===== src/rtl/ffba_pkg.sv =====
// Shared types, codes and constants for the first-fit block allocator.
package ffba_pkg;

   localparam int unsigned ALLOC_DEPTH_DEF = 1024;
   localparam int unsigned FREE_DEPTH_DEF  = 1024;
   localparam int unsigned MAX_BLOCK       = 124;
   localparam int unsigned TAG_BITS        = 16;
   localparam int unsigned SIZE_BITS       = 7;
   localparam int unsigned POS_BITS        = 10;
   localparam int unsigned COUNT_BITS      = 11;
   localparam int unsigned ENTRY_BITS      = SIZE_BITS + TAG_BITS;

   localparam logic [1:0] OP_PLACE   = 2'd0;
   localparam logic [1:0] OP_ALLOC   = 2'd1;
   localparam logic [1:0] OP_RELEASE = 2'd2;

   localparam logic [2:0] ST_GROWN    = 3'd0;
   localparam logic [2:0] ST_SPLIT    = 3'd1;
   localparam logic [2:0] ST_EXACT    = 3'd2;
   localparam logic [2:0] ST_RELEASED = 3'd3;
   localparam logic [2:0] ST_FULL     = 3'd4;
   localparam logic [2:0] ST_BAD_POS  = 3'd5;

   typedef struct packed {
      logic [1:0]            operation;
      logic [SIZE_BITS-1:0]  request_size;
      logic [POS_BITS-1:0]   position;
      logic [TAG_BITS-1:0]   tag;
   } req_item_type;

   typedef struct packed {
      logic [2:0]            status;
      logic [POS_BITS-1:0]   free_index;
      logic [SIZE_BITS-1:0]  released_size;
      logic [TAG_BITS-1:0]   released_tag;
      logic [31:0]           total_allocated;
      logic [COUNT_BITS-1:0] allocated_count;
      logic [COUNT_BITS-1:0] free_count;
   } rsp_item_type;

   typedef struct packed {
      logic       load;
      logic       idx_clr;
      logic       idx_set_pos;
      logic       idx_inc;
      logic       f_rd;
      logic       f_rd_next;
      logic       f_wr_shift;
      logic       f_wr_split;
      logic       f_push;
      logic       f_len_dec;
      logic       a_rd;
      logic       a_rd_next;
      logic       a_wr_shift;
      logic       a_capture;
      logic       a_push;
      logic       a_len_dec;
      logic       grow;
      logic       fidx_set;
      logic       status_we;
      logic [2:0] status_val;
      logic       rsp_load;
   } cmd_type;

   typedef struct packed {
      logic [1:0] op;
      logic       a_full;
      logic       f_full;
      logic       pos_bad;
      logic       scan_end;
      logic       f_last;
      logic       a_last;
      logic       fit;
      logic       bigger;
      logic       out_busy;
   } stat_type;

endpackage


===== src/rtl/ffba_ctrl.sv =====
// Sequencing state machine of the first-fit block allocator.
module ffba_ctrl (
   input  logic              clock,
   input  logic              reset,
   input  logic              req_valid,
   output logic              req_stall,
   input  ffba_pkg::stat_type stat,
   output ffba_pkg::cmd_type  cmd
);

   typedef enum logic [3:0] {
      IDLE, DECIDE, SRCH_RD, SRCH_CHK, FSH_RD, FSH_WR,
      AGET_RD, AGET_CAP, ASH_RD, ASH_WR, FINISH
   } state_type;

   state_type state_ff, state_in;

   always_comb begin
      state_in = state_ff;
      cmd      = '0;
      unique case (state_ff)
         IDLE: begin
            if (req_valid) begin
               cmd.load = 1'b1;
               state_in = DECIDE;
            end
         end
         DECIDE: begin
            state_in = FINISH;
            unique case (stat.op)
               ffba_pkg::OP_PLACE: begin
                  cmd.status_we = 1'b1;
                  if (stat.a_full) begin
                     cmd.status_val = ffba_pkg::ST_FULL;
                  end else begin
                     cmd.status_val = ffba_pkg::ST_GROWN;
                     cmd.a_push     = 1'b1;
                     cmd.grow       = 1'b1;
                  end
               end
               ffba_pkg::OP_ALLOC: begin
                  if (stat.a_full) begin
                     cmd.status_we  = 1'b1;
                     cmd.status_val = ffba_pkg::ST_FULL;
                  end else begin
                     cmd.idx_clr = 1'b1;
                     state_in    = SRCH_RD;
                  end
               end
               ffba_pkg::OP_RELEASE: begin
                  if (stat.pos_bad) begin
                     cmd.status_we  = 1'b1;
                     cmd.status_val = ffba_pkg::ST_BAD_POS;
                  end else if (stat.f_full) begin
                     cmd.status_we  = 1'b1;
                     cmd.status_val = ffba_pkg::ST_FULL;
                  end else begin
                     cmd.idx_set_pos = 1'b1;
                     state_in        = AGET_RD;
                  end
               end
               default: begin
                  cmd.status_we  = 1'b1;
                  cmd.status_val = ffba_pkg::ST_BAD_POS;
               end
            endcase
         end
         SRCH_RD: begin
            if (stat.scan_end) begin
               cmd.a_push     = 1'b1;
               cmd.grow       = 1'b1;
               cmd.status_we  = 1'b1;
               cmd.status_val = ffba_pkg::ST_GROWN;
               state_in       = FINISH;
            end else begin
               cmd.f_rd = 1'b1;
               state_in = SRCH_CHK;
            end
         end
         SRCH_CHK: begin
            if (stat.fit) begin
               cmd.fidx_set  = 1'b1;
               cmd.a_push    = 1'b1;
               cmd.status_we = 1'b1;
               if (stat.bigger) begin
                  cmd.f_wr_split = 1'b1;
                  cmd.status_val = ffba_pkg::ST_SPLIT;
                  state_in       = FINISH;
               end else begin
                  cmd.status_val = ffba_pkg::ST_EXACT;
                  state_in       = FSH_RD;
               end
            end else begin
               cmd.idx_inc = 1'b1;
               state_in    = SRCH_RD;
            end
         end
         FSH_RD: begin
            if (stat.f_last) begin
               cmd.f_len_dec = 1'b1;
               state_in      = FINISH;
            end else begin
               cmd.f_rd_next = 1'b1;
               state_in      = FSH_WR;
            end
         end
         FSH_WR: begin
            cmd.f_wr_shift = 1'b1;
            cmd.idx_inc    = 1'b1;
            state_in       = FSH_RD;
         end
         AGET_RD: begin
            cmd.a_rd = 1'b1;
            state_in = AGET_CAP;
         end
         AGET_CAP: begin
            cmd.a_capture  = 1'b1;
            cmd.status_we  = 1'b1;
            cmd.status_val = ffba_pkg::ST_RELEASED;
            state_in       = ASH_RD;
         end
         ASH_RD: begin
            if (stat.a_last) begin
               cmd.a_len_dec = 1'b1;
               cmd.f_push    = 1'b1;
               state_in      = FINISH;
            end else begin
               cmd.a_rd_next = 1'b1;
               state_in      = ASH_WR;
            end
         end
         ASH_WR: begin
            cmd.a_wr_shift = 1'b1;
            cmd.idx_inc    = 1'b1;
            state_in       = ASH_RD;
         end
         FINISH: begin
            if (!stat.out_busy) begin
               cmd.rsp_load = 1'b1;
               state_in     = IDLE;
            end
         end
         default: state_in = IDLE;
      endcase
   end

   always_ff @(posedge clock) begin
      if (reset) begin
         state_ff <= IDLE;
      end else begin
         state_ff <= state_in;
      end
   end

   assign req_stall = (state_ff != IDLE);

endmodule


===== config.mk =====
export PLATFORM = sky130hd
export DESIGN_NAME = ffba_ctrl
export DESIGN_NICKNAME = d
export VERILOG_FILES = /design/src/rtl/ffba_pkg.sv /design/src/rtl/ffba_ctrl.sv
export SDC_FILE = /design/constraint.sdc
export NUM_CORES = 1
export LEC_CHECK = 0
export BUFFER_PORTS_ARGS = -buffer_cell sky130_fd_sc_hd__buf_2
export CAP_MARGIN = 0
export CORE_MARGIN = 2
export CORE_UTILIZATION = 45
export CTS_BUF_LIST = sky130_fd_sc_hd__clkbuf_2 sky130_fd_sc_hd__clkbuf_4 sky130_fd_sc_hd__clkbuf_8
export DETAILED_ROUTE_END_ITERATION = 10
export PLACE_DENSITY = 0.82
export SLEW_MARGIN = 20
export SYNTH_ARGS = -nofsm -noshare
export SYNTH_HDL_FRONTEND = slang
export SYNTH_SLANG_ARGS = --single-unit

===== constraint.sdc =====
create_clock -name clock -period 1.9 [get_ports clock]
set_input_delay 0.095 -clock clock [delete_from_list [all_inputs] [get_ports clock]]
set_output_delay 0.095 -clock clock [all_outputs]
set_load 0.05 [all_outputs]

-- Word-level counts from Yosys, hierarchy flattened
Cells that the tools add are included.
- flip-flop bits (word level): 4
- bits in latches: 0
- RAM bits: 0
- memory bits (read-only): 0
- input port bits: 14
- output and inout bits: 24
- word-level logic and storage cells: 77
- memories: 0
- $add $sub $neg: 0
- multiply operators: 0
- divide/modulo/power cells: 0
- $lt $le $gt $ge: 0
- equality and inequality tests: 14
- shift-type cells: 0
- multiplexer cells: 56
- bitwise operators: 0
- reduce and logical (&&, ||, !) cells: 6
- operators with widths (operator ; count):
    $mux 4 ; 13
    $pmux 4 s10 ; 1
    $mux 1 ; 31
    $eq 4x3->1 const B ; 4
    $pmux 4 s4 ; 1
    $eq 4x4->1 const B ; 3
    $pmux 4 s3 ; 1
    $eq 4x2->1 const B ; 2
    $pmux 4 s2 ; 1
    $mux 2 ; 3
    $mux 5 ; 1
    $eq 4x1->1 const B ; 1
    $logic_not 4->1 ; 1
    $ne 2x2->1 const B ; 2
    $pmux 1 s2 ; 2
    $reduce_bool 4->1 ; 1
    $reduce_or 2->1 ; 2
    $mux 3 ; 1
    $pmux 1 s3 ; 1
    $eq 2x1->1 const B ; 1
    $eq 2x2->1 const B ; 1
    $logic_not 2->1 ; 1
    $reduce_and 2->1 ; 1

-- Depth between registers and ports, before layout
Gate-level depths: netlist of run 1.
- depth after elaboration: 4
- depth in mapped cells: 6
- mapped depth without buffers: 6

-- Least setup slack after synthesis of run 1
No wires, ideal clock.
- kind: register to output
- from: register state_ff[1]
- to: output port cmd[0] (netlist bit)
- arrival: 2.391 ns
- data required time: 1.805 ns
- setup slack: -0.586 ns
- stages on the path, launching flop included: 4
- path buffers: 1
- cells stage by stage: dfxtp_1 clkbuf_1 inv_1 nor4b_1
- RTL lines (element ; RTL line ; text):
    start: declaration ; ffba_ctrl.sv:16 ; state_type state_ff, state_in;
    start signal: assignment ; ffba_ctrl.sv:151 ; state_ff <= state_in;
    end: declaration ; ffba_ctrl.sv:8 ; output ffba_pkg::cmd_type cmd

==> out/results.ini, run 1 <==
[grt]
use_met3_pct = 5.172
grt_pass1_vias = 699
gr-usage-met2_pct = 36.92
grt_pass1_wl_um = 3084
use_met1_pct = 29.46
grt_max_degree = 21
overflow = 0
busiest_layer = met2
grt_usage_pct = 22.22
antenna_found_initial = 0

[worst_setup_path]
r2r_cells = 5
startpoint_type = register
crit_required_ps = 1800
slowest_delay_ps = 400
crit_start = state_ff[3]
worst_path_dominant_cell_family = simple AND/OR/NAND/NOR gates
path_cells = buf_4, nand2b_1, or3_1, o211ai_1, buf_2
critPathBufInv = 2
cp-endpoint = cmd[4]
crit_type = reg2out
r2r_slack_ps = 430
r2r_start = state_ff[2]
critPathSlowestCell = or3_1
rr_endpoint = state_ff[0]
crit_fanout = 13
crit_path_end_kind = primary output
cp.arrival_ps = 1720
cp.depth = 5

[route]
drt_wl_total_um = 1911
via_per_inst = 5.779
drc_errors = 0
ant_nets = 0
vias = 861
routedWlPerCell_um = 12.83
drt_iter0_drc = 20
first_pass_iters = 4

[die]
dieArea_um2 = 1781
io_pins = 38
die_h_um = 42.21
core-area_um2 = 1334
initial_utilization_pct = 49.25
die_w_um = 42.21
rows = 13

[yosys]
synth_warnings = 0
ys_ff_latch = 4
ys_types = 38
ys_seq_area_share_pct = 12.19
syn_nets = 116
synth_edf_count = 0
synthArstFlopShare_pct = 0
synth_cells = 98
syn_area_um2 = 656.9
ys.flop_type = dfxtp_1
syn_area_per_cell_um2 = 6.703

[power]
cellLeakagePower_nw = 0.4783
total_power_mw = 1.355
cellPowerDensity_nw_per_um2 = 1494
irDropWorstVdd_uv = 908.4

[clock_network]
cts-htree-levels = 1
clock_sinks = 4
cts_root_buf = clkbuf_4
clk_latency_ps = 240
cts_tree = done
numCtsBuffers = 3
hold_buffers = 0
path_clk_slew_ps = 40
ctsLongestPathBuffers = 2

[place]
post_dp_cell_area_um2 = 875.8
finalWeightedCongestion = 0.8674
numPortBuffers = 37
dp.final_hpwl_um = 1507

[hold_path]
hp-class = in2reg
hp-start = reset

[flow_run]
maxCapViolCount = 0

[timing]
finalClockSkew_ps = 10.69
period_needed_ps = 1814
final-setup-viol-count = 0
post-route-period-util_pct = 95.49
fmax_ghz = 0.5512
final_max_slew_viol_count = 0
tightest_slew_ps = 417.2
rsz0062_at_grt = no
slew_headroom_pct = 71.89
final_hold_viol_count = 0

[final_layout]
layout-drive-gt1-share_pct = 39.55
syn2layout_area_growth_pct = 38.10
regMostFlops = state_ff
fin_area_um2 = 907.1
largest_reg_flops = 4
nets = 154
largestRegisters = state_ff x4
diodes = 0
final_common_cell = buf_2
layout_common_cells = buf_2, nand2_1, nor2_1

[status]
status = completed

-- cell type report --
type / instances / area (µm²)
well taps: 15 / 18.77
inverters: 6 / 22.52
multi-input cells: 80 / 543.0
clock buffers: 3 / 22.52
fillers: 133 / 426.7
flip-flops and latches: 4 / 80.08
repair buffers: 41 / 220.2
-- power breakdown --
part           switching (mW)  total [mW]  internal, mW
logic                   0.788        1.11         0.322
clock network          0.0400       0.111        0.0710
registers              0.0170       0.134         0.117
-- routing by layer --
metal  share of wire [%]  wire [µm]  vias to the layer above
li1                    -          -                      419
met1                  41        786                      388
met2                  50        955                       54
met3                 8.8        169                        0
met4                   0          0                        0
met5                   0          0                        -
-- how the worst min path moves through the flow --
stage	end	depth (start not counted)
3_3_place_gp	state_ff[2]	2
4_1_cts	state_ff[2]	2
5_1_grt	state_ff[2]	2
3_5_place_dp	state_ff[2]	2
2_1_floorplan	state_ff[2]	1
6_report	state_ff[2]	2
-- cells in the mapped netlist (all sizes together) (2+ instances only) --
master | number | area, µm²
mux2i | 2 | 20.02
nor2 | 9 | 33.78
inv | 6 | 22.52
nand3 | 4 | 20.02
and3 | 3 | 18.77
and2 | 3 | 18.77
nand2b | 4 | 25.02
nor2b | 4 | 25.02
nand2 | 12 | 45.04
a21o | 2 | 15.01
o21ai | 4 | 20.02
a31oi | 4 | 25.02
buf | 5 | 32.53
nor4b | 2 | 32.53
ha | 4 | 50.05
a21oi | 5 | 28.78
nor4 | 2 | 12.51
clkbuf | 3 | 11.26
nor3 | 3 | 15.01
dfxtp | 4 | 80.08
-- stage by stage --
| step | setup slack [ps] | utilization (%) | cells | hold WS (ps) | TNS, ps |
|---|---|---|---|---|---|
| 2_1_floorplan | -390.3 | - | 98 | 157.4 | -909.0 |
| 3_3_place_gp | 278.3 | 65.67 | 146 | 313.7 | 0 |
| 3_5_place_dp | 262.2 | 65.67 | 146 | 313.3 | 0 |
| 4_1_cts | 92.32 | 67.64 | 149 | 65.29 | 0 |
| 5_1_grt | 6.822 | 68.01 | 149 | 69.30 | 0 |
| 6_report | 85.69 | 68.01 | 149 | 76.53 | 0 |
-- logic make-up after synthesis --
| group | count (synthesis) | share of synthesized area, % |
|---|---|---|
| XOR/XNOR | 1 | 1.334 |
| AND/OR/NAND/NOR | 50 | 42.67 |
| AO/OA/AOI/OAI | 23 | 23.05 |
| adder cells (fa/ha/maj) | 4 | 7.619 |
| flip-flops | 4 | 12.19 |
| buffers and inverters | 14 | 10.09 |
| multiplexers | 2 | 3.048 |
-- repair_timing --
item,CTS,global route
setup buffers,0,0
endpoints found under the hold margin,0,0
gates resized for setup,1,2
setup endpoints to repair,4,2
No activity file was read; power rests on OpenSTA's default activity.
==> inputs of run 2 (changes only) <==
--- a/config.mk
+++ b/config.mk
@@ -5,13 +5,14 @@
 export SDC_FILE = /design/constraint.sdc
 export NUM_CORES = 1
 export LEC_CHECK = 0
+export ABC_AREA = 1
 export BUFFER_PORTS_ARGS = -buffer_cell sky130_fd_sc_hd__buf_2
 export CAP_MARGIN = 0
 export CORE_MARGIN = 2
-export CORE_UTILIZATION = 45
+export CORE_UTILIZATION = 44
 export CTS_BUF_LIST = sky130_fd_sc_hd__clkbuf_2 sky130_fd_sc_hd__clkbuf_4 sky130_fd_sc_hd__clkbuf_8
 export DETAILED_ROUTE_END_ITERATION = 10
-export PLACE_DENSITY = 0.82
+export PLACE_DENSITY = 0.81
 export SLEW_MARGIN = 20
 export SYNTH_ARGS = -nofsm -noshare
 export SYNTH_HDL_FRONTEND = slang
==> run 2 against run 1 <==
Sequential share of layout area increased by 0.43 points. Register-to-register slack improved by 240 ps. Clock power decreased by 5%. Worst setup slack improved by 210 ps. Sequential cell count unchanged. Worst hold slack got worse by 33 ps. Combinational power decreased by 15%. Clock skew decreased by 8.4 ps. Global-route usage decreased by 1.3 points. Core utilization decreased by 2.4 points. Critical path depth unchanged. Wire length decreased by 7.8%. Critical path type unchanged. Largest cell class unchanged.
==> out/results.ini, run 2 <==
[status]
status = completed  ; unchanged

[final_layout]
layout-drive-gt1-share_pct = 35.80  ; was 39.55%
fillerInstances = 153  ; was 133
largestRegisters = state_ff x4  ; unchanged
largest_reg_flops = 4  ; unchanged
syn2layout_area_growth_pct = 36.29  ; was 38.10%
diodes = 0  ; unchanged
nets = 182  ; was 154
regMostFlops = state_ff  ; unchanged
final_common_cell = buf_2  ; unchanged
layout_common_cells = buf_2, nand2_1, inv_1  ; was buf_2, nand2_1, nor2_1

[route]
drt_wl_total_um = 1761  ; was 1911 µm
vias = 857  ; was 861
drt_iter0_drc = 13  ; was 20
via_per_inst = 4.842  ; was 5.779
routedWlPerCell_um = 9.949  ; was 12.83 µm
drc_errors = 0  ; unchanged
first_pass_iters = 4  ; unchanged
ant_nets = 0  ; unchanged

[yosys]
ys_ff_latch = 4  ; unchanged
synthTopCellsByArea = nand2_1, inv_1, dfxtp_1, nor2_1, ha_1  ; was dfxtp_1, ha_1, nand2_1, nor2_1, a31oi_1
synth.top_cells.by_count = nand2_1, inv_1, nor2_1  ; was nand2_1, nor2_1, inv_1
synthArstFlopShare_pct = 0  ; unchanged
synth_largest_area_cell = nand2_1  ; was dfxtp_1
ys.flop_type = dfxtp_1  ; unchanged
synth_top_cell_area_share_pct = 20.12  ; was 12.19%
ys_types = 18  ; was 38
syn_nets = 141  ; was 116
synth_warnings = 0  ; unchanged
ys_seq_area_share_pct = 12.62  ; was 12.19%
synth.most_common_cell = nand2_1  ; unchanged
syn_area_um2 = 634.4  ; was 656.9 µm²
syn_area_per_cell_um2 = 5.157  ; was 6.703 µm²
synth_edf_count = 0  ; unchanged
synth_cells = 123  ; was 98

[clock_network]
numCtsBuffers = 3  ; unchanged
clk_latency_ps = 240  ; about the same
path_clk_slew_ps = 40  ; about the same
cts_resized = 0  ; was 1
cts_root_buf = clkbuf_4  ; unchanged
post-cts-setup-buffer-count = 0  ; unchanged
ctsLongestPathBuffers = 2  ; unchanged
cts_tree = done  ; unchanged
cts-htree-levels = 1  ; unchanged
hold_buffers = 0  ; unchanged
clock_sinks = 4  ; unchanged

[timing]
rsz0062_at_grt = no  ; unchanged
final_max_slew_viol_count = 0  ; unchanged
post-route-period-util_pct = 84.46  ; was 95.49%
finalSetupTns_ps = 0  ; unchanged
tightest_slew_ps = 266.1  ; was 417.2 ps
period_needed_ps = 1605  ; was 1814 ps
finalClockSkew_ps = 2.286  ; was 10.69 ps
final-setup-viol-count = 0  ; unchanged
fmax_ghz = 0.6232  ; was 0.5512 GHz
final_hold_viol_count = 0  ; unchanged
slew_headroom_pct = 82.10  ; was 71.89%

[worst_setup_path]
crit_path_end_kind = primary output  ; unchanged
critPathSlowestCell = dfxtp_1  ; was or3_1
path_cells = nand2_1, nor2_4, inv_2, o211ai_1, buf_2  ; was buf_4, nand2b_1, or3_1, o211ai_1, buf_2
crit_type = reg2out  ; unchanged
critPathBufInv = 2  ; unchanged
startpoint_type = register  ; unchanged
crit_required_ps = 1800  ; about the same
worst_path_dominant_cell_family = flip-flops  ; was simple AND/OR/NAND/NOR gates
r2r_cells = 9  ; was 5
rr_endpoint = state_ff[3]  ; was state_ff[0]
r2r_slack_ps = 670  ; was 430 ps
r2r_start = state_ff[2]  ; unchanged
crit_fanout = 6  ; was 13
slowest_delay_ps = 410  ; was 400 ps
cp.arrival_ps = 1510  ; was 1720 ps

[hold_path]
hold_path_depth = 2  ; unchanged
min_to = state_ff[2]  ; unchanged
hp-class = in2reg  ; unchanged
hp-start = reset  ; unchanged

[power]
cellPowerDensity_nw_per_um2 = 1395  ; was 1494 nW/µm²
p_clk_share_pct = 8.8  ; was 8.2%
power_frac_seq_pct = 12.6  ; was 9.9%
total_power_mw = 1.206  ; was 1.355 mW
power_frac_comb_pct = 78.6  ; was 81.9%
switching_power_mw = 0.7901  ; was 0.8454 mW
irDropWorstVdd_uv = 697.6  ; was 908.4 µV
internal_power_mw = 0.4158  ; was 0.5096 mW
p_sw_share_pct = 65.52  ; was 62.39%
cellLeakagePower_nw = 0.6302  ; was 0.4783 nW

[die]
core-area_um2 = 1318  ; was 1334 µm²
initial_utilization_pct = 48.15  ; was 49.25%
die_h_um = 41.97  ; was 42.21 µm
die_w_um = 41.97  ; was 42.21 µm
rows = 13  ; unchanged
io_pins = 38  ; unchanged
dieArea_um2 = 1761  ; was 1781 µm²

[place]
numPortBuffers = 37  ; unchanged
dp.final_hpwl_um = 1528  ; was 1507 µm
finalWeightedCongestion = 0.9137  ; was 0.8674

[grt]
grt_pass1_vias = 757  ; was 699
antenna_found_initial = 0  ; unchanged
grt_usage_pct = 20.96  ; was 22.22%
overflow = 0  ; unchanged
grt_max_degree = 7  ; was 21
grt_pass1_wl_um = 2925  ; was 3084 µm

[flow_run]
maxCapViolCount = 0  ; unchanged

-- run 2: cell count changes after synthesis, sizes merged, moves of 3 or more --
cell / previous run / this run
clkbuf: 3 / 0
a31oi: 4 / 0
nand3: 4 / 8
and3: 3 / 0
inv: 6 / 31
buf: 5 / 1
and2: 3 / 0
nor2b: 4 / 0
nor2: 9 / 28
nor3: 3 / 0
nand2: 12 / 35
nand2b: 4 / 0
-- run 2: kinds of logic (layout without fill, tap and decap cells) --
group / count (synthesis) / count (layout) / synth area share [%]
fa+ha+maj: 4 / 4 / 7.890
flops: 4 / 4 / 12.62
simple gates: 76 / 76 / 54.04
buf+inv: 32 / 71 / 19.53
compound gates: 7 / 7 / 5.916
-- run 2: worst max path at each step --
| stage | startpoint | slack, ps | cells after the start | endpoint |
|---|---|---|---|---|
| 6_report | state_ff[0] | 300 | 5 | cmd[1] |
| 3_5_place_dp | state_ff[0] | 550 | 5 | cmd[1] |
| 2_1_floorplan | state_ff[3] | 140 | 6 | cmd[19] |
| 4_1_cts | state_ff[0] | 290 | 5 | cmd[1] |
| 5_1_grt | state_ff[0] | 150 | 5 | cmd[1] |
| 3_3_place_gp | state_ff[0] | 540 | 5 | cmd[1] |
-- run 2: area by class of cell --
| class | instances | area, µm² | share of cell area (%) |
|---|---|---|---|
| clock buffers | 3 | 22.52 | 2.605 |
| inverters | 31 | 116.4 | 13.46 |
| multi-input cells | 87 | 441.7 | 51.09 |
| flip-flops and latches | 4 | 80.08 | 9.262 |
| well taps | 15 | 18.77 | 2.171 |
| repair buffers | 37 | 185.2 | 21.42 |
-- run 2: metrics by stage --
stage	cells	setup WS, ps	area (µm²)	utilization, %	hold WS, ps
2_1_floorplan	123	141.9	645.6	-	164.1
3_3_place_gp	174	538.1	842.1	63.91	284.5
3_5_place_dp	174	549.9	842.1	63.91	289.1
4_1_cts	177	290.0	864.6	65.62	38.51
6_report	177	295.3	864.6	65.62	43.24
5_1_grt	177	145.2	864.6	65.62	39.78
-- run 2: power groups by stage --
| stage | registers, mW | logic, mW | clock network (mW) |
|---|---|---|---|
| floorplan | 0.147 | 0.759 | 0 |
| global placement | 0.152 | 0.933 | 0 |
| detailed placement | 0.153 | 0.942 | 0 |
| CTS | 0.152 | 0.944 | 0.110 |
| global route | 0.158 | 1.03 | 0.118 |
| finish | 0.152 | 0.948 | 0.106 |
-- run 2: routing by layer --
metal | track usage (%) | wire length (µm) | share of wire, %
met4 | 10.97 | 31 | 1.8
met3 | 2.586 | 84 | 4.8
met5 | 0 | 0 | 0
met1 | 27.08 | 790 | 45
met2 | 33.75 | 853 | 48
-- run 2: worst reg2reg max path, cell delays in order (launching register included) --
cell,delay (ps)
dfxtp_1,400
inv_2,50
nand2_1,120
nor2_1,80
nand2_1,100
nand2_1,60
nor2_1,130
nand3_1,90
nand2_1,70
inv_1,30
==> inputs of run 3 (changes only) <==
--- a/config.mk
+++ b/config.mk
@@ -9,10 +9,10 @@
 export BUFFER_PORTS_ARGS = -buffer_cell sky130_fd_sc_hd__buf_2
 export CAP_MARGIN = 0
 export CORE_MARGIN = 2
-export CORE_UTILIZATION = 44
+export CORE_UTILIZATION = 40
 export CTS_BUF_LIST = sky130_fd_sc_hd__clkbuf_2 sky130_fd_sc_hd__clkbuf_4 sky130_fd_sc_hd__clkbuf_8
 export DETAILED_ROUTE_END_ITERATION = 10
-export PLACE_DENSITY = 0.81
+export PLACE_DENSITY = 0.78
 export SLEW_MARGIN = 20
 export SYNTH_ARGS = -nofsm -noshare
 export SYNTH_HDL_FRONTEND = slang
==> constraint.sdc (replaced) <==
create_clock -name clock -period 1.4 [get_ports clock]
set_input_delay 0.07 -clock clock [delete_from_list [all_inputs] [get_ports clock]]
set_output_delay 0.07 -clock clock [all_outputs]
set_load 0.05 [all_outputs]
==> run 3 against run 2 <==
The flow now finishes with violations (setup timing). Die area increased by 9.0%. First-iteration DRC count increased by 46%. Sequential share of layout area decreased by 1.0 points. Wire length increased by 32%. Combinational power increased by 79%. Largest cell class unchanged. Power increased by 76%. Sequential cell count unchanged. Core utilization increased by 12 points. Clock skew about the same. Worst hold slack got worse by 17 ps.
==> out/results.ini, run 3 (synthesis results as in run 2) <==
[timing]
fmax_ghz = 0.6768
layout_setup_ws_ps = -77.57  ; was 295.3 ps
rsz0062_at_grt = yes  ; was no
post-route-period-util_pct = 105.5
final-setup-viol-count = 2  ; was 0
slew_headroom_pct = 76.29  ; was 82.10%
period_needed_ps = 1478
tightest_slew_ps = 352.4  ; was 266.1 ps
final_hold_viol_count = 0  ; unchanged
final_max_slew_viol_count = 0  ; unchanged
finalClockSkew_ps = 2.603  ; was 2.286 ps

[worst_setup_path]
crit_fanout = 4  ; was 6
r2r_cells = 7  ; was 9
crit_top_cell = nor2_4
critPathSlowestCell = dfxtp_4  ; was dfxtp_1
path_cells = nor2_4, nand2_4, nor2_4, inv_2, nand2_2, nor2_2, o21ai_2, buf_6  ; was nand2_1, nor2_4, inv_2, o211ai_1, buf_2
crit_path_end_kind = primary output  ; unchanged
rr_endpoint = state_ff[0]  ; was state_ff[3]
crit_required_ps = 1330  ; was 1800 ps
slowest_delay_ps = 360  ; was 410 ps
r2r_start = state_ff[2]  ; unchanged
startpoint_type = register  ; unchanged
crit_type = reg2out  ; unchanged
r2r_slack_ps = 120  ; was 670 ps
cp.arrival_ps = 1410  ; was 1510 ps

[grt]
grt_usage_pct = 23.96  ; was 20.96%
overflow = 0  ; unchanged
grt_pass1_wl_um = 3456  ; was 2925 µm
grt_max_degree = 6  ; was 7
grt_pass1_vias = 888  ; was 757
antenna_found_initial = 0  ; unchanged

[final_layout]
diodes = 0  ; unchanged
layout-drive-gt1-share_pct = 52.38  ; was 35.80%
fin_area_um2 = 1154  ; was 864.6 µm²
layout_common_cells = nand2_1, inv_1, buf_2  ; was buf_2, nand2_1, inv_1
nets = 188  ; was 182
final_common_cell = nand2_1  ; was buf_2
regMostFlops = state_ff  ; unchanged
syn2layout_area_growth_pct = 81.85  ; was 36.29%
largestRegisters = state_ff x4  ; unchanged
finalNonFillerCells = 184  ; was 177
largest_reg_flops = 4  ; unchanged

[power]
irDropWorstVdd_uv = 1467  ; was 697.6 µV
total_power_mw = 2.123  ; was 1.206 mW
cellPowerDensity_nw_per_um2 = 1841  ; was 1395 nW/µm²
cellLeakagePower_nw = 0.6918  ; was 0.6302 nW

[hold_path]
hold_path_depth = 2  ; unchanged
hp-class = in2reg  ; unchanged
hp-start = reset  ; unchanged
min_to = state_ff[2]  ; unchanged

[route]
drc_errors = 0  ; unchanged
first_pass_iters = 4  ; unchanged
routedWlPerCell_um = 12.67  ; was 9.949 µm
via_per_inst = 5.054  ; was 4.842
ant_nets = 0  ; unchanged
vias = 930  ; was 857
drt_iter0_drc = 19  ; was 13
drt_wl_total_um = 2332  ; was 1761 µm

[place]
dp.final_hpwl_um = 1629  ; was 1528 µm
place_inst = 178  ; was 174
numPortBuffers = 37  ; unchanged
finalWeightedCongestion = 0.7915  ; was 0.9137
post_dp_cell_area_um2 = 929.6  ; was 842.1 µm²

[die]
core-area_um2 = 1489  ; was 1318 µm²
dieArea_um2 = 1921  ; was 1761 µm²
io_pins = 38  ; unchanged
die_h_um = 43.83  ; was 41.97 µm
die_w_um = 43.83  ; was 41.97 µm
rows = 14  ; was 13
initial_utilization_pct = 42.61  ; was 48.15%

[clock_network]
ctsLongestPathBuffers = 2  ; unchanged
cts-htree-levels = 1  ; unchanged
cts_root_buf = clkbuf_4  ; unchanged
path_clk_slew_ps = 40  ; about the same
numCtsBuffers = 3  ; unchanged
clock_sinks = 4  ; unchanged
hold_buffers = 0  ; unchanged
clk_latency_ps = 250  ; was 240 ps
cts_tree = done  ; unchanged

[status]
status = complete, but fails checks  ; was completed
violations = setup timing

[flow_run]
maxCapViolCount = 0  ; unchanged

-- run 3: cell types whose count changed in the layout (fill, tap and decap cells not counted), sizes merged --
cell | previous run | this run
inv | 31 | 30
clkinvlp | 0 | 1
buf | 37 | 43
-- run 3: final cells by class --
class	count	area, µm²
Clock buffer	3	22.52
Fill cell	116	335.3
Inverter	31	127.6
Multi-Input combinational cell	87	545.5
Sequential cell	4	95.09
Tap cell	16	20.02
Timing Repair Buffer	43	342.8
-- run 3: worst max-delay path by stage --
stage	from	end	cells after the start
global placement	state_ff[3]	cmd[1]	6
CTS	state_ff[1]	cmd[1]	6
floorplan	state_ff[3]	cmd[1]	5
detailed placement	state_ff[1]	cmd[1]	6
finish	state_ff[2]	cmd[4]	8
global route	state_ff[0]	cmd[4]	9
-- run 3: per-stage QoR --
stage	worst slack, ps	utilization, %	setup TNS [ps]	hold WS, ps
2_1_floorplan	-158.9	-	-158.9	131.7
3_3_place_gp	123.3	62.44	0	267.1
3_5_place_dp	116.0	62.44	0	269.1
4_1_cts	-52.52	69.16	-80.53	5.641
5_1_grt	-143.4	77.48	-479.3	29.95
6_report	-77.57	77.48	-153.2	26.29
-- run 3: layer usage --
layer  track usage (%)  routed length [µm]  up-vias
li1                  -                   -      459
met1             24.19                 817      409
met2             45.00                1281       51
met3             3.333                 143       11
met4             15.15                  90        0
met5                 0                   0        -
-- run 3: worst max-delay path, delay by kind of cell, from the launching register on --
kind | cells | cell delay, ps
compound gates | 1 | 50
simple gates | 5 | 510
flops | 1 | 360
buf+inv | 2 | 230
-- run 3: repair_timing --
| action | 4_1_cts | 5_1_grt |
|---|---|---|
| endpoints found under the setup margin | 14 | 19 |
| buffers inserted | 2 | 1 |
| gates resized for setup | 23 | 40 |
| gates cloned | 0 | 0 |
| pin swaps | 2 | 7 |
-- run 3: report_power, final --
| group | total [mW] | switching [mW] | internal [mW] | leakage (nW) |
|---|---|---|---|---|
| clock | 0.154 | 0.0573 | 0.0965 | 0.0138 |
| combinational | 1.70 | 1.13 | 0.575 | 0.642 |
| sequential | 0.267 | 0.0852 | 0.182 | 0.0356 |
| total | 2.12 | 1.27 | 0.853 | 0.692 |
